<file path="src/bsa_pkg.sv">
package bsa_pkg;

    localparam int MAX_SLOTS = 4096;
    localparam int WORD_BITS = 64;
    localparam int BIT_W     = 6;
    localparam int ENT_W     = 13;
    localparam int SIZE_W    = 17;
    localparam int OFS_W     = 28;
    localparam int SPAN_W    = ENT_W + SIZE_W;
    localparam int DSH_W     = SIZE_W + ENT_W - 1;
    localparam int DCNT_W    = 4;
    localparam int GLEN_W    = 4;
    localparam int ST_W      = 2;
    localparam int GRP_W     = 5;
    localparam int CFG_W     = SIZE_W;
    localparam int CFG_IDX_W = 1;
    localparam int IN_W      = 32;
    localparam int OUT_W     = 48;

    localparam logic [SIZE_W-1:0] SIZE_RESET = 17'd64;
    localparam logic [SIZE_W-1:0] SIZE_MIN   = 17'd8;
    localparam logic [SIZE_W-1:0] SIZE_MAX   = 17'd65536;
    localparam int                ENT_RESET  = 4096;

    localparam logic [CFG_IDX_W-1:0] REG_ENTRIES    = 1'd0;
    localparam logic [CFG_IDX_W-1:0] REG_SLOT_BYTES = 1'd1;

    localparam logic OP_ALLOC = 1'b0;
    localparam logic OP_FREE  = 1'b1;

    localparam logic [ST_W-1:0] ST_OK        = 2'd0;
    localparam logic [ST_W-1:0] ST_FULL      = 2'd1;
    localparam logic [ST_W-1:0] ST_RANGE     = 2'd2;
    localparam logic [ST_W-1:0] ST_NOT_ALLOC = 2'd3;

    typedef struct packed {
        logic            start;
        logic            scan_init;
        logic            scan_step;
        logic            grant;
        logic            mul_grant;
        logic            mul_span;
        logic            take_offset;
        logic            div_init;
        logic            div_step;
        logic            rd_free;
        logic            free_commit;
        logic            set_status;
        logic [ST_W-1:0] status_code;
        logic            clr_init;
        logic            clr_step;
        logic            load_out;
    } cmd_t;

    typedef struct packed {
        logic full;
        logic found;
        logic exhausted;
        logic out_of_range;
        logic div_last;
        logic bit_set;
        logic clr_last;
        logic out_busy;
    } stat_t;

endpackage

</file>
<file path="src/bsa_ctrl.sv">
module bsa_ctrl (
    input  logic           clk,
    input  logic           rst_n,
    input  logic           s_tvalid,
    input  logic           opcode,
    input  logic           cfg_clear,
    input  bsa_pkg::stat_t stat,
    output logic           s_tready,
    output bsa_pkg::cmd_t  cmd
);

    localparam logic [3:0] S_CLEAR     = 4'd0;
    localparam logic [3:0] S_IDLE      = 4'd1;
    localparam logic [3:0] S_SCAN      = 4'd2;
    localparam logic [3:0] S_GRANT_MUL = 4'd3;
    localparam logic [3:0] S_GRANT_WB  = 4'd4;
    localparam logic [3:0] S_RANGE     = 4'd5;
    localparam logic [3:0] S_DIV       = 4'd6;
    localparam logic [3:0] S_READ      = 4'd7;
    localparam logic [3:0] S_TEST      = 4'd8;
    localparam logic [3:0] S_DONE      = 4'd9;

    logic [3:0] state_reg;
    logic [3:0] state_next;
    logic       accept;

    assign s_tready = (state_reg == S_IDLE) && !cfg_clear;
    assign accept   = s_tvalid && s_tready;

    always_comb
    begin
        state_next = state_reg;
        cmd        = '0;
        case (state_reg)
            S_CLEAR:
            begin
                if (cfg_clear)
                begin
                    cmd.clr_init = 1'b1;
                end
                else
                begin
                    cmd.clr_step = 1'b1;
                    if (stat.clr_last)
                    begin
                        state_next = S_IDLE;
                    end
                end
            end
            S_IDLE:
            begin
                if (cfg_clear)
                begin
                    cmd.clr_init = 1'b1;
                    state_next   = S_CLEAR;
                end
                else if (accept)
                begin
                    cmd.start = 1'b1;
                    if (opcode == bsa_pkg::OP_ALLOC)
                    begin
                        if (stat.full)
                        begin
                            cmd.set_status  = 1'b1;
                            cmd.status_code = bsa_pkg::ST_FULL;
                            state_next      = S_DONE;
                        end
                        else
                        begin
                            cmd.scan_init = 1'b1;
                            state_next    = S_SCAN;
                        end
                    end
                    else
                    begin
                        // span = entries * slot size, compared next cycle
                        cmd.mul_span = 1'b1;
                        state_next   = S_RANGE;
                    end
                end
            end
            S_SCAN:
            begin
                cmd.scan_step = 1'b1;
                if (stat.found)
                begin
                    cmd.grant  = 1'b1;
                    state_next = S_GRANT_MUL;
                end
                else if (stat.exhausted)
                begin
                    cmd.set_status  = 1'b1;
                    cmd.status_code = bsa_pkg::ST_FULL;
                    state_next      = S_DONE;
                end
            end
            S_GRANT_MUL:
            begin
                cmd.mul_grant = 1'b1;
                state_next    = S_GRANT_WB;
            end
            S_GRANT_WB:
            begin
                cmd.take_offset = 1'b1;
                state_next      = S_DONE;
            end
            S_RANGE:
            begin
                if (stat.out_of_range)
                begin
                    cmd.set_status  = 1'b1;
                    cmd.status_code = bsa_pkg::ST_RANGE;
                    state_next      = S_DONE;
                end
                else
                begin
                    cmd.div_init = 1'b1;
                    state_next   = S_DIV;
                end
            end
            S_DIV:
            begin
                cmd.div_step = 1'b1;
                if (stat.div_last)
                begin
                    state_next = S_READ;
                end
            end
            S_READ:
            begin
                cmd.rd_free = 1'b1;
                state_next  = S_TEST;
            end
            S_TEST:
            begin
                if (stat.bit_set)
                begin
                    cmd.free_commit = 1'b1;
                end
                else
                begin
                    cmd.set_status  = 1'b1;
                    cmd.status_code = bsa_pkg::ST_NOT_ALLOC;
                end
                state_next = S_DONE;
            end
            S_DONE:
            begin
                if (!stat.out_busy)
                begin
                    cmd.load_out = 1'b1;
                    state_next   = S_IDLE;
                end
            end
            default:
            begin
                state_next = S_CLEAR;
            end
        endcase
    end

    always_ff @(posedge clk or negedge rst_n)
    begin
        if (!rst_n)
        begin
            state_reg <= S_CLEAR;
        end
        else
        begin
            state_reg <= state_next;
        end
    end

    a_accept_leaves_idle: assert property (@(posedge clk) disable iff (!rst_n)
        accept |=> state_reg != S_IDLE)
        else $error("accepted transfer did not start work");

endmodule

</file>
<file path="config.mk">
export PLATFORM = sky130hd
export DESIGN_NAME = bsa_ctrl
export DESIGN_NICKNAME = d
export VERILOG_FILES = /design/src/bsa_pkg.sv /design/src/bsa_ctrl.sv
export SDC_FILE = /design/constraint.sdc
export NUM_CORES = 1
export LEC_CHECK = 0
export ABC_AREA = 1
export BUFFER_PORTS_ARGS = -buffer_cell sky130_fd_sc_hd__buf_2
export CORE_MARGIN = 10
export CORE_UTILIZATION = 40
export DETAILED_ROUTE_END_ITERATION = 16
export GPL_TIMING_DRIVEN = 0
export MAX_ROUTING_LAYER = met4
export PLACE_DENSITY = 0.73
export SKIP_LAST_GASP = 1
export SYNTH_ARGS = -nofsm -noshare
export SYNTH_HDL_FRONTEND = slang
export SYNTH_SLANG_ARGS = --single-unit
</file>
<file path="constraint.sdc">
create_clock -name clk -period 1.6 [get_ports clk]
set_input_delay 0.16 -clock clk [delete_from_list [all_inputs] [get_ports clk]]
set_output_delay 0.16 -clock clk [all_outputs]
set_load 0.02 [all_outputs]
</file>
# After elaboration in Yosys (flattened, before gate mapping)
# Cells that the tools add are included.
[word_totals] reg_bits=4 input_bits=13 out_inout_bits=18 wordCells=69
[op_classes] n_eq_ne=15 mux=46 n_reduce_logical=7
[ops] operator="2-to-1 mux 4 bit" count=11
[ops] operator="case mux 4 bit (9 select lines)" count=1
[ops] operator="2-to-1 mux 3 bit" count=8
[ops] operator="2-to-1 mux 1 bit" count=21
[ops] operator="equality test 4 x 3 -> 1 bit (second input constant)" count=4
[ops] operator="case mux 3 bit (4 select lines)" count=1
[ops] operator="equality test 4 x 2 -> 1 bit (second input constant)" count=2
[ops] operator="equality test 4 bit (second input constant)" count=2
[ops] operator="2-to-1 mux 2 bit" count=4
[ops] operator="!= test 2 bit (second input constant)" count=4
[ops] operator="!= test 3 bit (second input constant)" count=2
[ops] operator="AND reduction 6 bit" count=1
[ops] operator="equality test 4 x 1 -> 1 bit (second input constant)" count=1
[ops] operator="logical NOT 4 bit" count=1
[ops] operator="OR reduction 2 bit" count=2
[ops] operator="logical AND 1 bit" count=2
[ops] operator="logical NOT 1 bit" count=1

# Depth between registers and ports, before layout
[logic_depth] word_depth=6 depth_mapped=8 depth_no_buf=8

# Worst setup path after synthesis
# OpenSTA, ideal clock, no wires.
[synth_path] path_type="register -> output" from="register state_reg[3]" to="output port cmd[11] (netlist name)" arrival_ns=1.384 required_ns=1.440 path_slack_ns=0.056 stages_incl_launch_ff=6 path_buffers=0 path_cell_list="dfrtp_1 -> nor2_2 -> nand2_4 -> nor3_4 -> inv_2 -> nor2_1"
[synth_rtl] element="from (decl)" line="bsa_ctrl.sv:23" rtl="logic [3:0] state_reg;"
[synth_rtl] element="from (signal assigned)" line="bsa_ctrl.sv:170" rtl="state_reg <= state_next;"
[synth_rtl] element="to (decl)" line="bsa_ctrl.sv:9" rtl="output bsa_pkg::cmd_t cmd"

==> run_results.csv <==
group,metric,value,unit
cts,ctsHtreeMaxLevel,1,
critical_path,path_max_fanout,7,
finish,area_growth_syn_to_layout,57.6,%
route,num_vias,779,
cts,root_buffer,"clkbuf_4",
critical_path,cp.required,1440,ps
route,dr.first_iter.drc_count,21,
global_routing,track_usage,11.0,%
floorplan,row_count,13,
critical_path,r2r_start,"state_reg[0]",
critical_path,max_stage_delay,460,ps
finish,final_cell_mix,"nand2_1 (28), buf_2 (25), inv_1 (17), buf_4 (15), nor2_1 (11)",
finish,largest_reg_flops,4,
critical_path,rrSetupSlack,170,ps
power,cellPowerDensity,1510,nW/um^2
route,drc,0,
timing,hold_violations,0,
route,wl,1970,um
timing,maxSlewViolCount,0,
global_routing,grt_max_degree,8,
place,port_buffers,30,
finish,nets,161,
power,power.leakage,0.590,nW
critical_path,r2r_end,"state_reg[1]",
run,max-cap-violations,0,
timing,fmaxAchievable,0.635,GHz
floorplan,core_area,1330,um^2
route,final_antenna_net_count,0,
cts,clk_latency,230,ps
synth,synth.cell_area,576,um^2
synth,synth_warnings,0,
route,firstDrtPassIters,4,
floorplan,fp.dieW,57.9,um
place,placed_area,744,um^2
critical_path,arrival,1410,ps
timing,tns,0,ps
timing,period_minus_slack,1570,ps
synth,synthCells,102,
cts,cts_tree,"yes",
min_path,min_path_type,"in -> async",
synth,synth.ff_latch_count,4,
cts,numCtsBuffers,3,
timing,setup_viol,0,
critical_path,crit_cells,6,
critical_path,startpoint_type,"flip-flop",
synth,yosysSeqAreaShare,17.4,%
floorplan,floorplan.initialDensity,43.2,%
timing,worst_pin_slew,211,ps
finish,stdcell_area,907,um^2
synth,synth_fp_nets,115,
finish,nFillCells,133,
critical_path,crit_path_end_kind,"output port",
critical_path,crit_chain,"nor2_4 > nand2_4 > nor3_4 > inv_2 > nor2_1 > buf_4",
critical_path,crit_path_end,"cmd[15]",
global_routing,grt_pass1_wl,2990,um
timing,fin_skew,7.61,ps
critical_path,cp-startpoint,"state_reg[1]",
critical_path,crit_type,"reg -> out",
cts,clkTransAtPathRegs,40,ps
global_routing,grt_pass1_vias,685,
finish,drive_above_1_share,47.9,%
floorplan,dieArea,3360,um^2
cts,cts.path.max_buffers,2,
timing,rsz0062_at_grt,"true",
timing,fin_crit_sh,98.4,%
critical_path,crit_family,"simple AND/OR/NAND/NOR gates",
cts,clkSinkCount,4,
synth,synthDistinctLibCells,16,
place,dp_hpwl,1560,um
timing,timing.hold.ws,255,ps
critical_path,crit_slowest_cell,"dfrtp_2",
critical_path,cp_num_buf_inv,2,
timing,maxSlewHeadroom,85.8,%
finish,layout_commonest_cell,"nand2_1",
synth,avgSynthCellArea,5.64,um^2
critical_path,reg2regPathDepth,10,
route,routed_via_density,4.84,
finish,num_antenna_cells,0,
power,irDropWorstVdd,0.970,mV
place,place.gp.congestion,0.860,
outcome,status,"completed",
route,wl_per_cell,12.2,um
global_routing,antenna_found_initial,0,
global_routing,grt.overflow.total,0,
floorplan,die_h,57.9,um
floorplan,top_level_ports,31,
-- worst min-delay path by stage --
stage	depth (start not counted)	end	slack, ps
finish	2	state_reg[2]	260
global route	3	state_reg[3]	250
CTS	2	state_reg[3]	250
detailed placement	1	state_reg[3]	-30
global placement	1	state_reg[2]	-40
floorplan	0	state_reg[0]	-140
-- cell families (layout without fill, tap and decap cells) --
kind of cell           Yosys count  after routing  share of synthesized area [%]
AO/OA/AOI/OAI                    1              1                           1.30
flip-flops                       4              4                           17.4
AND/OR/NAND/NOR                 75             75                           67.0
buffers and inverters           22             66                           14.3
-- cell usage after synthesis, drive strengths merged --
cell type	n	area, um^2
nor2	22	123
dfrtp	4	100
o21bai	1	7.51
nand4	6	37.5
nand2	32	133
nand3	12	65.1
inv	22	82.6
nor3	2	21.3
nor4	1	6.26
-- power by group --
part	switching (W)	total, W	internal (W)
Clock	0.0000386	0.000122	0.0000837
Combinational	0.000602	0.00102	0.000421
Sequential	0.0000772	0.000222	0.000145
Total	0.000718	0.00137	0.000650
-- worst reg2reg max path: stages (launching register included) --
cell,delay [ps]
dfrtp_2,440
inv_2,100
nand2_1,90
nor2_4,140
buf_4,130
buf_4,100
nand2_2,50
nand2_2,100
nor2_4,50
nand2_1,80
nand2_1,50
-- area by class of cell --
cell class | instances | area [um^2] | area share (%)
tap | 15 | 18.8 | 2.07
multi-input combinational | 76 | 428 | 47.2
sequential | 4 | 105 | 11.6
clock buffer | 3 | 22.5 | 2.48
timing repair buffer | 41 | 248 | 27.3
inverter | 22 | 85.1 | 9.38
-- metal layers --
| layer | part of all wire [%] | up-vias | global-route usage (%) |
|---|---|---|---|
| met5 | 0 | - | - |
| met4 | 0 | 0 | 2.68 |
| met3 | 7.3 | 0 | 5.01 |
| met2 | 47 | 26 | 17.8 |
| met1 | 45 | 344 | 12.1 |
| li1 | - | 409 | - |
-- timing repair --
| action | 4_1_cts | 5_1_grt |
|---|---|---|
| endpoints found under the setup margin | 6 | 7 |
| pin swaps | 3 | 4 |
| cloned | 0 | 0 |
| endpoints found under the hold margin | 4 | 0 |
| resized for setup | 6 | 13 |
| hold buffers | 1 | 0 |
| buffers inserted | 6 | 4 |
-- stage by stage --
step	utilization, %	total power [W]	cells	setup slack (ps)
floorplan	-	0.000799	102	56.0
global placement	55.8	0.000990	147	176
detailed placement	55.8	0.000999	147	149
CTS	62.6	0.00123	157	-1.02
global route	68.0	0.00147	161	-40.9
finish	68.0	0.00137	161	26.0
(Power assumes the default switching activity.)
